File: src/rtl/ctff_pkg.sv
// ----------------------------------------------------------------------------
// Clock time font formatter package
// Glyph codes, font ROM, packing shifts and shared types.
// ----------------------------------------------------------------------------
package ctff_pkg;

  typedef logic [3:0] glyph_t;
  typedef logic [2:0] row_t;
  typedef logic [2:0] pix_t;

  localparam glyph_t GLYPH_ONE   = 4'd1;
  localparam glyph_t GLYPH_TWO   = 4'd2;
  localparam glyph_t GLYPH_FOUR  = 4'd4;
  localparam glyph_t GLYPH_EIGHT = 4'd8;
  localparam glyph_t GLYPH_COLON = 4'd10;
  localparam glyph_t GLYPH_A     = 4'd11;
  localparam glyph_t GLYPH_P     = 4'd12;
  localparam glyph_t GLYPH_BLANK = 4'd13;

  localparam logic [16:0] DAY_SECONDS  = 17'd86400;
  localparam logic [16:0] NOON_SECONDS = 17'd43200;

  // Reciprocals for divide by 15 (seconds/4 -> minutes, minutes/4 -> hours)
  localparam logic [15:0] RECIP_MIN  = 16'd34953;  // ceil(2^19 / 15)
  localparam int          SHIFT_MIN  = 19;
  localparam logic [9:0]  RECIP_HOUR = 10'd547;    // ceil(2^13 / 15)
  localparam int          SHIFT_HOUR = 13;

  localparam row_t LAST_ROW = 3'd4;

  // Glyph slots, right to left
  localparam int POS_SEC_ONES  = 0;
  localparam int POS_SEC_TENS  = 1;
  localparam int POS_COLON_LO  = 2;
  localparam int POS_MIN_ONES  = 3;
  localparam int POS_MIN_TENS  = 4;
  localparam int POS_COLON_HI  = 5;
  localparam int POS_HOUR_ONES = 6;
  localparam int POS_HOUR_TENS = 7;
  localparam int POS_SUFFIX    = 8;
  localparam int NUM_GLYPHS    = 9;

  localparam int GLYPH_SHIFT [NUM_GLYPHS] = '{0, 4, 6, 10, 14, 16, 20, 24, 28};

  typedef struct packed {
    glyph_t [NUM_GLYPHS-1:0] glyph;
    logic                    fmt24;
  } ctff_glyphs_t;

  // All five rows of a glyph, row 0 in the top bits.
  function automatic logic [14:0] glyph_rows(glyph_t g);
    case (g)
      4'd0:        return {3'h7, 3'h5, 3'h5, 3'h5, 3'h7};
      4'd1:        return {3'h6, 3'h2, 3'h2, 3'h2, 3'h7};
      4'd2:        return {3'h7, 3'h1, 3'h7, 3'h4, 3'h7};
      4'd3:        return {3'h7, 3'h1, 3'h7, 3'h1, 3'h7};
      4'd4:        return {3'h5, 3'h5, 3'h7, 3'h1, 3'h1};
      4'd5:        return {3'h7, 3'h4, 3'h7, 3'h1, 3'h7};
      4'd6:        return {3'h7, 3'h4, 3'h7, 3'h5, 3'h7};
      4'd7:        return {3'h7, 3'h1, 3'h1, 3'h1, 3'h1};
      4'd8:        return {3'h7, 3'h5, 3'h7, 3'h5, 3'h7};
      4'd9:        return {3'h7, 3'h5, 3'h7, 3'h1, 3'h7};
      GLYPH_COLON: return {3'h0, 3'h4, 3'h0, 3'h4, 3'h0};
      GLYPH_A:     return {3'h2, 3'h5, 3'h7, 3'h5, 3'h5};
      GLYPH_P:     return {3'h7, 3'h5, 3'h7, 3'h4, 3'h4};
      default:     return 15'd0;
    endcase
  endfunction

  function automatic pix_t glyph_row(glyph_t g, row_t row);
    logic [14:0] r;
    r = glyph_rows(g);
    case (row)
      3'd0:    return r[14:12];
      3'd1:    return r[11:9];
      3'd2:    return r[8:6];
      3'd3:    return r[5:3];
      3'd4:    return r[2:0];
      default: return 3'd0;
    endcase
  endfunction

  function automatic logic [31:0] pack_row(ctff_glyphs_t gs, row_t row);
    logic [31:0] bits;
    bits = '0;
    for (int n = 0; n < NUM_GLYPHS; n++) begin
      bits = bits | (32'(glyph_row(gs.glyph[n], row)) << GLYPH_SHIFT[n]);
    end
    return bits;
  endfunction

  function automatic logic [15:0] label_row(logic fmt24, row_t row);
    if (fmt24) begin
      return {1'b0, glyph_row(GLYPH_TWO, row), 1'b0, glyph_row(GLYPH_FOUR, row), 8'd0};
    end
    return {1'b0, glyph_row(GLYPH_ONE, row), 1'b0, glyph_row(GLYPH_TWO, row), 8'd0};
  endfunction

  // Tens and ones glyphs of a value below 60.
  function automatic logic [7:0] split_tens(logic [5:0] v);
    logic [3:0] tens;
    logic [5:0] ones;
    if (v >= 6'd50) begin
      tens = 4'd5; ones = v - 6'd50;
    end else if (v >= 6'd40) begin
      tens = 4'd4; ones = v - 6'd40;
    end else if (v >= 6'd30) begin
      tens = 4'd3; ones = v - 6'd30;
    end else if (v >= 6'd20) begin
      tens = 4'd2; ones = v - 6'd20;
    end else if (v >= 6'd10) begin
      tens = 4'd1; ones = v - 6'd10;
    end else begin
      tens = 4'd0; ones = v;
    end
    return {tens, ones[3:0]};
  endfunction

endpackage

File: src/rtl/clock_time_font_formatter.sv
// ----------------------------------------------------------------------------
// Clock time font formatter
// Converts a seconds-of-day count into five LED-matrix row bitmaps of
// HH:MM:SS plus an A/P suffix in twelve-hour format, with the 12/24 label on every row.
// ----------------------------------------------------------------------------
//
//   channel  dir  handshake             payload
//   in_      in   in_valid / in_ready   in_seconds_of_day (17b)
//   out_     out  out_valid / out_ready row index, row bits, label, last row
//   cfg_     in   cfg_valid / cfg_ready cfg_hour_format (1b)
//
// Each request yields five result rows, top row first. The row generator
// emits one row per cycle while out_ready is high and takes the next glyph
// set as its last row goes out. A request passes the four arithmetic stages,
// the row generator load and the output register before its first row shows.
// Reset clears every valid bit and selects the twenty-four-hour format.
// A low out_ready holds the current row and backs up the pipeline stage by
// stage; nothing is dropped or repeated.
// ----------------------------------------------------------------------------
module clock_time_font_formatter import ctff_pkg::*; (
  input  logic        clk,
  input  logic        rst_n,
  // request channel
  input  logic        in_valid,
  output logic        in_ready,
  input  logic [16:0] in_seconds_of_day,
  // result channel
  output logic        out_valid,
  input  logic        out_ready,
  output logic [2:0]  out_row_index,
  output logic [31:0] out_row_bits,
  output logic [15:0] out_format_label_bits,
  output logic        out_last_row,
  // configuration write
  input  logic        cfg_valid,
  output logic        cfg_ready,
  input  logic        cfg_hour_format
);

  // Hour format register: 0 twelve-hour with A/P, 1 twenty-four-hour
  logic         hour_format_r;

  // Glyph set handed from the arithmetic pipeline to the row generator
  logic         mid_valid;
  logic         mid_ready;
  ctff_glyphs_t mid_glyphs;

  // Always take configuration writes; they must arrive only while idle, which the block does not enforce
  assign cfg_ready = 1'b1;

  always_ff @(posedge clk) begin
    if (!rst_n) begin
      hour_format_r <= 1'b1;
    end else if (cfg_valid && cfg_ready) begin
      hour_format_r <= cfg_hour_format;
    end
  end

  // Split seconds into hour, minute and second glyphs over four stages.
  // The format travels with each request so a row set is self-contained.
  ctff_time_split u_split (
    .clk         (clk),
    .rst_n       (rst_n),
    .in_valid    (in_valid),
    .in_ready    (in_ready),
    .in_seconds  (in_seconds_of_day),
    .hour_format (hour_format_r),
    .dn_valid    (mid_valid),
    .dn_ready    (mid_ready),
    .dn_glyphs   (mid_glyphs)
  );

  // Walk the font rows of the held glyph set and register each result.
  ctff_row_gen u_rows (
    .clk                   (clk),
    .rst_n                 (rst_n),
    .up_valid              (mid_valid),
    .up_ready              (mid_ready),
    .up_glyphs             (mid_glyphs),
    .out_valid             (out_valid),
    .out_ready             (out_ready),
    .out_row_index         (out_row_index),
    .out_row_bits          (out_row_bits),
    .out_format_label_bits (out_format_label_bits),
    .out_last_row          (out_last_row)
  );

endmodule

File: src/rtl/ctff_time_split.sv
// ----------------------------------------------------------------------------
// Time split pipeline
// Four stages turning seconds of day into the nine glyph codes of one item.
// ----------------------------------------------------------------------------
module ctff_time_split import ctff_pkg::*; (
  input  logic         clk,
  input  logic         rst_n,
  input  logic         in_valid,
  output logic         in_ready,
  input  logic [16:0]  in_seconds,
  input  logic         hour_format,
  output logic         dn_valid,
  input  logic         dn_ready,
  output ctff_glyphs_t dn_glyphs
);

  logic v1_r, v2_r, v3_r, v4_r;
  logic s1_adv, s2_adv, s3_adv, s4_adv;

  logic [16:0] t1_r, t2_r;
  logic        fmt1_r, fmt2_r, fmt3_r;
  logic        err2_r, err3_r;
  logic        pm2_r, pm3_r;
  logic [11:0] m2_r, m3_r;
  logic [11:0] m2_nxt;
  logic [5:0]  h3_r, h3_nxt;
  logic [5:0]  sec3_r, sec3_nxt;
  ctff_glyphs_t glyph4_r, glyph4_nxt;

  logic [30:0] min_prod;
  logic [19:0] hour_prod;
  logic [17:0] m_times60;
  logic [17:0] sec_full;
  logic [11:0] h_times60;
  logic [11:0] min_full;
  logic [5:0]  min4;
  logic [5:0]  hr4;
  logic [7:0]  sec_dig, min_dig, hr_dig;

  assign s4_adv   = !v4_r || dn_ready;
  assign s3_adv   = !v3_r || s4_adv;
  assign s2_adv   = !v2_r || s3_adv;
  assign s1_adv   = !v1_r || s2_adv;
  assign in_ready = s1_adv;
  assign dn_valid = v4_r;
  assign dn_glyphs = glyph4_r;

  // Stage 2: total minutes
  assign min_prod = 31'(t1_r[16:2]) * 31'(RECIP_MIN);
  assign m2_nxt   = min_prod[SHIFT_MIN +: 12];

  // Stage 3: hours and seconds
  assign hour_prod = 20'(m2_r[11:2]) * 20'(RECIP_HOUR);
  assign h3_nxt    = hour_prod[SHIFT_HOUR +: 6];
  assign m_times60 = {m2_r, 6'd0} - {4'd0, m2_r, 2'd0};
  assign sec_full  = {1'b0, t2_r} - m_times60;
  assign sec3_nxt  = sec_full[5:0];

  // Stage 4: minutes, hour format, digit split
  assign h_times60 = {h3_r, 6'd0} - {4'd0, h3_r, 2'd0};
  assign min_full  = m3_r - h_times60;
  assign min4      = min_full[5:0];

  always_comb begin
    hr4 = h3_r;
    if (!fmt3_r) begin
      if (h3_r >= 6'd12) begin
        hr4 = h3_r - 6'd12;
      end
      if (hr4 == 6'd0) begin
        hr4 = 6'd12;
      end
    end
    sec_dig = split_tens(sec3_r);
    min_dig = split_tens(min4);
    hr_dig  = split_tens(hr4);

    glyph4_nxt.fmt24                = fmt3_r;
    glyph4_nxt.glyph[POS_SEC_ONES]  = sec_dig[3:0];
    glyph4_nxt.glyph[POS_SEC_TENS]  = sec_dig[7:4];
    glyph4_nxt.glyph[POS_COLON_LO]  = GLYPH_COLON;
    glyph4_nxt.glyph[POS_MIN_ONES]  = min_dig[3:0];
    glyph4_nxt.glyph[POS_MIN_TENS]  = min_dig[7:4];
    glyph4_nxt.glyph[POS_COLON_HI]  = GLYPH_COLON;
    glyph4_nxt.glyph[POS_HOUR_ONES] = hr_dig[3:0];
    glyph4_nxt.glyph[POS_HOUR_TENS] = hr_dig[7:4];
    if (fmt3_r) begin
      glyph4_nxt.glyph[POS_SUFFIX] = GLYPH_BLANK;
    end else begin
      glyph4_nxt.glyph[POS_SUFFIX] = pm3_r ? GLYPH_P : GLYPH_A;
    end

    // Out-of-day count: show 88:88:88, blank suffix
    if (err3_r) begin
      glyph4_nxt.glyph[POS_SEC_ONES]  = GLYPH_EIGHT;
      glyph4_nxt.glyph[POS_SEC_TENS]  = GLYPH_EIGHT;
      glyph4_nxt.glyph[POS_MIN_ONES]  = GLYPH_EIGHT;
      glyph4_nxt.glyph[POS_MIN_TENS]  = GLYPH_EIGHT;
      glyph4_nxt.glyph[POS_HOUR_ONES] = GLYPH_EIGHT;
      glyph4_nxt.glyph[POS_HOUR_TENS] = GLYPH_EIGHT;
      glyph4_nxt.glyph[POS_SUFFIX]    = GLYPH_BLANK;
    end
  end

  always_ff @(posedge clk) begin
    if (!rst_n) begin
      v1_r <= 1'b0;
      v2_r <= 1'b0;
      v3_r <= 1'b0;
      v4_r <= 1'b0;
    end else begin
      if (s1_adv) v1_r <= in_valid;
      if (s2_adv) v2_r <= v1_r;
      if (s3_adv) v3_r <= v2_r;
      if (s4_adv) v4_r <= v3_r;
    end
  end

  always_ff @(posedge clk) begin
    if (s1_adv) begin
      t1_r   <= in_seconds;
      fmt1_r <= hour_format;
    end
    if (s2_adv) begin
      t2_r   <= t1_r;
      m2_r   <= m2_nxt;
      fmt2_r <= fmt1_r;
      err2_r <= (t1_r >= DAY_SECONDS);
      pm2_r  <= (t1_r >= NOON_SECONDS);
    end
    if (s3_adv) begin
      h3_r   <= h3_nxt;
      sec3_r <= sec3_nxt;
      m3_r   <= m2_r;
      fmt3_r <= fmt2_r;
      err3_r <= err2_r;
      pm3_r  <= pm2_r;
    end
    if (s4_adv) begin
      glyph4_r <= glyph4_nxt;
    end
  end

endmodule

File: src/rtl/ctff_row_gen.sv
// ----------------------------------------------------------------------------
// Row generator
// Holds one glyph set and emits its five font rows, one per cycle while out_ready is high.
// ----------------------------------------------------------------------------
module ctff_row_gen import ctff_pkg::*; (
  input  logic         clk,
  input  logic         rst_n,
  input  logic         up_valid,
  output logic         up_ready,
  input  ctff_glyphs_t up_glyphs,
  output logic         out_valid,
  input  logic         out_ready,
  output row_t         out_row_index,
  output logic [31:0]  out_row_bits,
  output logic [15:0]  out_format_label_bits,
  output logic         out_last_row
);

  ctff_glyphs_t glyphs_r;
  logic         busy_r;
  row_t         row_r;
  logic         out_valid_r;
  row_t         out_row_index_r;
  logic [31:0]  out_row_bits_r;
  logic [15:0]  out_label_r;
  logic         out_last_r;
  logic         emit;
  logic         emit_last;

  assign emit      = busy_r && (!out_valid_r || out_ready);
  assign emit_last = emit && (row_r == LAST_ROW);
  assign up_ready  = !busy_r || emit_last;

  assign out_valid             = out_valid_r;
  assign out_row_index         = out_row_index_r;
  assign out_row_bits          = out_row_bits_r;
  assign out_format_label_bits = out_label_r;
  assign out_last_row          = out_last_r;

  always_ff @(posedge clk) begin
    if (!rst_n) begin
      busy_r      <= 1'b0;
      row_r       <= '0;
      out_valid_r <= 1'b0;
    end else begin
      if (up_valid && up_ready) begin
        busy_r <= 1'b1;
        row_r  <= '0;
      end else if (emit_last) begin
        busy_r <= 1'b0;
      end else if (emit) begin
        row_r <= row_r + 3'd1;
      end
      if (emit) begin
        out_valid_r <= 1'b1;
      end else if (out_ready) begin
        out_valid_r <= 1'b0;
      end
    end
  end

  always_ff @(posedge clk) begin
    if (up_valid && up_ready) begin
      glyphs_r <= up_glyphs;
    end
    if (emit) begin
      out_row_index_r <= row_r;
      out_row_bits_r  <= pack_row(glyphs_r, row_r);
      out_label_r     <= label_row(glyphs_r.fmt24, row_r);
      out_last_r      <= (row_r == LAST_ROW);
    end
  end

endmodule

File: config.mk
export PLATFORM = sky130hd
export DESIGN_NAME = clock_time_font_formatter
export DESIGN_NICKNAME = d
export VERILOG_FILES = /design/src/rtl/ctff_pkg.sv /design/src/rtl/clock_time_font_formatter.sv /design/src/rtl/ctff_time_split.sv /design/src/rtl/ctff_row_gen.sv
export SDC_FILE = /design/constraint.sdc
export NUM_CORES = 1
export LEC_CHECK = 0
export ABC_AREA = 0
export BUFFER_PORTS_ARGS = -buffer_cell sky130_fd_sc_hd__buf_2
export CAP_MARGIN = 15
export CORE_MARGIN = 2
export CORE_UTILIZATION = 60
export DETAILED_ROUTE_END_ITERATION = 8
export GPL_TIMING_DRIVEN = 0
export PLACE_DENSITY_LB_ADDON = 0.25
export SKIP_CTS_REPAIR_TIMING = 1
export SYNTH_ARGS = -nofsm -noshare
export SYNTH_HDL_FRONTEND = slang
export SYNTH_HIERARCHICAL = 1
export SYNTH_SLANG_ARGS = --single-unit
File: constraint.sdc
create_clock -name clk -period 6.4 [get_ports clk]
set_input_delay 0.96 -clock clk [delete_from_list [all_inputs] [get_ports clk]]
set_output_delay 0.96 -clock clk [all_outputs]
set_load 0.01 [all_outputs]
[Word-level counts from Yosys, hierarchy flattened]
Memories as Yosys holds them, arrays and structs flattened. A register that Yosys moved wholly into a read port is not among the register bits.
Index checks and enable logic that the tools add are counted.
Storage, ports and cells
  latch bits: 0
  memories: 9
  RAM bits: 0
  register bits after elaboration: 170
  input port bits: 23
  bits in read-only memories: 2160
Operators by class
  $add $sub $neg: 21
  magnitude comparators: 18
  muxes and demuxes: 71
  shift operators: 0
  div/mod/pow operators: 0
  bitwise logic cells: 10
  eq/ne operators: 4
  multiply operators: 2
  reduce and logical (&&, ||, !) cells: 29
Memory list
  (name not given): words 16, width 15, read ports 1, clocked after memory_dff 1, wr ports 0, RTL line ctff_pkg.sv:52  | case (g)
  (name not given): words 16, width 15, read ports 1, clocked after memory_dff 1, wr ports 0, RTL line ctff_pkg.sv:52
  (name not given): words 16, width 15, read ports 1, clocked after memory_dff 0, wr ports 0, RTL line ctff_pkg.sv:52
  (name not given): words 16, width 15, read ports 1, clocked after memory_dff 1, wr ports 0, RTL line ctff_pkg.sv:52
  (name not given): words 16, width 15, read ports 1, clocked after memory_dff 1, wr ports 0, RTL line ctff_pkg.sv:52
  (name not given): words 16, width 15, read ports 1, clocked after memory_dff 0, wr ports 0, RTL line ctff_pkg.sv:52
  3 more memories
Operators by type and width (count)
  4-bit two-way mux: 34
  3-bit one-hot mux with 5 select lines: 9
  6-bit by 5-bit greater-or-equal comparator with 1-bit output (second input constant): 6
  6-bit greater-or-equal comparator (second input constant): 6
  4-bit subtractor (second input constant): 9
  32-bit by 13-bit bitwise OR with 32-bit output: 1
  32-bit by 17-bit bitwise OR with 32-bit output: 1
  32-bit by 19-bit bitwise OR with 32-bit output: 1
  32-bit by 23-bit bitwise OR with 32-bit output: 1
  32-bit by 27-bit bitwise OR with 32-bit output: 1
  32-bit by 31-bit bitwise OR with 32-bit output: 1
  32-bit by 9-bit bitwise OR with 32-bit output: 1
  15-bit by 16-bit multiplier with 31-bit output (second input constant): 1
  15-bit two-way mux: 2
  3-bit two-way mux: 10
  3-bit one-hot mux with 3 select lines: 3
  6-bit by 4-bit greater-or-equal comparator with 1-bit output (second input constant): 4
  6-bit two-way mux: 4
  10-bit by 10-bit multiplier with 19-bit output (second input constant): 1
  17-bit by 16-bit greater-or-equal comparator with 1-bit output (second input constant): 1
  17-bit greater-or-equal comparator (second input constant): 1
  3-bit OR reduction: 5
  1-bit by 6-bit subtractor with 6-bit output (first input constant): 2
  4-bit by 2-bit subtractor with 4-bit output (second input constant): 3
  18 further kinds: 47

[Depth between registers and ports, before layout]
  word-level depth: 12
  depth in mapped cells: 15
  depth with buffers taken out: 15

[Hierarchy]
The synthesis kept the hierarchy.
Modules (own cells, without submodules)
  ctff_row_gen: cells each 853, sequential area each 4784.6 sq um, area an instance 9540.4 sq um, instances 1
  ctff_time_split: cells each 693, sequential area each 2662.6 sq um, area an instance 7751.2 sq um, instances 1
  clock_time_font_formatter: cells each 5, sequential area each 20.0 sq um, area an instance 45.0 sq um, instances 1

[Worst setup path after synthesis]
Ideal clock, no wire load.
  kind: register -> register
  from: register u_split.t1_r[12]
  to: register u_split.m2_r[11], data pin
  required time: 6134 ps
  stages on the path, launching flop included: 16
  data arrival time: 4140 ps
  period minus slack after synthesis: 4406 ps
  path slack: 1994 ps
  path through: edfxtp_1 ha_1 inv_1 fa_1 inv_1 ha_1 fa_1 ha_1 ha_1 a21oi_1 o21ai_0 a2111oi_0 a21oi_1 a31oi_2 o221ai_1 xor2_1
On the way
  cells in the longest elaborated chain, start to end: 1
Ends and longest elaborated chain
  start: declaration: RTL line ctff_time_split.sv:20  | logic [16:0] t1_r, t2_r;
  start signal: assignment: RTL line ctff_time_split.sv:121  | t1_r <= in_seconds;
  15-bit by 16-bit multiplier with 31-bit output: RTL line ctff_time_split.sv:49  | assign min_prod = 31'(t1_r[16:2]) * 31'(RECIP_MIN);
  net u_split.min_prod[30]: RTL line ctff_time_split.sv:30  | logic [30:0] min_prod;
  end signal: assignment: RTL line ctff_time_split.sv:126  | m2_r <= m2_nxt;
  end: declaration: RTL line ctff_time_split.sv:24  | logic [11:0] m2_r, m3_r;
The timed path passes the listed nets, and every way through them passes these cells.
A chain may end at the register's enable or synchronous reset.

[Worst setup path in the final report]
  from: register u_split.t1_r[16]
  to: register u_split.m2_r[6], data pin
The elaborated chain is that of the path after synthesis.

==> flow_summary_export.csv <==
group,metric,value,unit
floorplanning,coreArea,28500,sq um
critical_path,cp-end-kind,"register",
yosys,yosysTopAreaCell,"edfxtp_1",
place,post-place-ws,1.47,ns
power_and_ir_drop,pwr-share-comb,39.6,%
finish,syn_to_final_growth,11.8,%
clock_tree,clock-sinks,294,
clock_tree,clkTransAtPathRegs,0.06,ns
finish,drive_gt1_share,16.7,%
timing,period_needed,5.02,ns
place,dp_hpwl,26500,um
yosys,syn_inst,1551,
clock_tree,numCtsBuffers,31,
finish,final_util,67.9,%
timing,fmax,0.199,GHz
clock_tree,clk_latency,0.58,ns
route,wl_per_cell,17.3,um
yosys,yosys.area.top_type_share,27.4,%
route,ant_nets,0,
route,drtPass1Iterations,5,
power_and_ir_drop,clkPwrFrac,26.1,%
yosys,synth_edf_count,158,
power_and_ir_drop,netSwitchingFraction,34.8,%
status,status,"finished, final reports clean",
place,place_area,18300,sq um
timing,drv_slew,0,
clock_tree,htreeDepth,1,
global_route,grt_pass1_wl,58400,um
clock_tree,tritoncts,"done",
timing,finalSetupViolations,0,
worst_hold_path,hp-class,"register to register",
timing,finClkSkew,0.0307,ns
global_route,overflow,0,
yosys,synth.area.top_cells,"edfxtp_1, dfxtp_1, ha_1",
yosys,yosys_warnings,6,
yosys,async_reset_ff_share,0,%
floorplanning,die_x,174,um
timing,slew_headroom,36.2,%
yosys,synth-seq-cells,294,
place,dp.cells,2019,
route,drtIter0Drc,924,
clock_tree,clockBufferDepth,3,
critical_path,start_kind,"register",
place,io_buffers,59,
route,vias,11900,
timing,worstMarginPinSlew,0.956,ns
critical_path,required,6.70,ns
place,gp_congestion,0.903,
timing,hold_viol_final,0,
critical_path,crit_fanout,10,
timing,holdWs,0.417,ns
global_route,grt_pass1_vias,11700,
global_route,grtUsageTotal,23.6,%
route,wl,36000,um
floorplanning,die_area,30300,sq um
yosys,synthFlopType,"edfxtp_1",
route,viasPerCell,5.73,
global_route,antenna_found_initial,0,
power_and_ir_drop,internal_power,4.70,mW
clock_tree,cts-root-buf,"clkbuf_16",
finish,fin_nets,1935,
timing,fin_crit_sh,78.5,%
global_route,grt_max_degree,36,
timing,layout_setup_ws,1.38,ns
power_and_ir_drop,power.density,372,nW/um^2
power_and_ir_drop,irDropWorstVdd,0.396,mV
critical_path,worstSetupPathType,"register to register",
flow_run,maxCapViolCount,0,
floorplanning,die_h,174,um
finish,final_cells,2077,
floorplanning,io_pins,78,
route,route.detailed.drc,0,
power_and_ir_drop,p_sw,2.51,mW
power_and_ir_drop,seqPwrFrac,34.3,%
critical_path,cp.arrival,5.32,ns
finish,fin_area,19400,sq um
timing,rsz0062_at_grt,"no",
yosys,ys_seq_area_share,43.1,%
power_and_ir_drop,p_leak,8.55,nW
yosys,syn_area,17300,sq um
timing,tns,0,ns
power_and_ir_drop,p_total,7.20,mW
floorplanning,start_util,60.7,%
yosys,yosysUniqueCellTypes,87,
finish,antenna_cells,0,
floorplanning,rows,62,
yosys,avgSynthCellArea,11.2,sq um
-- cell type report --
class	instances	area, sq um
inverter	135	512
fill	2126	9170
buffer	91	627
timing repair buffer	61	350
clock inverter	8	60.1
sequential	294	7470
multi-input combinational	1054	8820
tap	384	480
clock buffer	50	1060
-- power groups by stage --
stage / registers (mW) / clock network (mW) / logic (mW)
after floorplan: 2.45 / 0 / 2.23
after global placement: 2.50 / 0 / 2.70
final: 2.47 / 1.88 / 2.85
after global routing: 2.50 / 1.98 / 3.26
after detailed placement: 2.51 / 0 / 2.82
after CTS: 2.47 / 1.91 / 2.86
-- critical path: stages (launching register included) --
cell and delay, ns:
edfxtp_1 0.50, ha_1 0.36, inv_1 0.06, fa_1 0.39, inv_1 0.11, fa_1 0.45, fa_1 0.43, ha_1 0.30
ha_1 0.36, a21oi_1 0.14, o21ai_0 0.12, a2111oi_0 0.37, a21oi_1 0.23, a31oi_2 0.53, o21ai_0 0.22, xor2_1 0.18
-- synthesized netlist by cell type, types with 10 or more instances --
library cell / n
a21o_1: 12
a21oi_1: 69
a221o_1: 10
a22oi_1: 47
buf_2: 12
buf_4: 43
buf_6: 13
clkbuf_1: 22
dfxtp_1: 136
edfxtp_1: 158
fa_1: 27
ha_1: 217
inv_1: 133
mux2_2: 33
mux2i_1: 45
nand2_1: 134
nand3_1: 32
nor2_1: 50
nor2b_1: 16
nor3_1: 21
o21a_1: 15
o21ai_0: 40
o21ai_1: 10
o22a_1: 10
o22ai_2: 23
o31a_1: 20
xnor2_1: 19
xor2_1: 15
-- metal layers --
layer | GRT usage, % | wire [um]
met1 | 29.8 | 15400
met2 | 41.9 | 17800
met3 | 2.82 | 1620
met4 | 7.91 | 1220
met5 | 0 | 0
-- placed cells by master, fill, tap and decap left out, types with 26 or more instances in the layout --
cell       count
nand2_1      134
buf_2         71
fa_1          27
dfxtp_1      136
nor2_1        50
a22oi_1       47
a21oi_1       69
o21ai_0       40
edfxtp_1     158
conb_1        27
mux2i_1       45
ha_1         217
clkbuf_16     37
inv_1        133
mux2_2        33
nand3_1       32
clkbuf_1      26
buf_4         43
-- cell families (layout without fill, tap and decap cells) --
kind of cell,count (synthesis),after routing,share of synthesized area [%]
xor gates and xnor gates,34,34,1.72
AOI/OAI and AO/OA,341,341,15.6
and+or+nand+nor,324,324,8.94
adders and majority gates,244,244,18.8
DFF,294,294,43.1
other,4,27,0.0866
muxes,84,84,5.24
buffers and inverters,226,345,6.57
-- final timing paths --
check | from | endpoint | slack, ns | cells after the start
setup / recovery | u_split/t1_r[16] | u_split/m2_r[6] | 1.38 | 15
hold / removal | u_split/err2_r | u_split/err3_r | 0.42 | 0
setup reg to reg | u_split/t1_r[16] | u_split/m2_r[6] | 1.38 | 15
hold reg to reg | u_split/err2_r | u_split/err3_r | 0.42 | 0
Note: power is estimated with default switching activity, not from simulation.
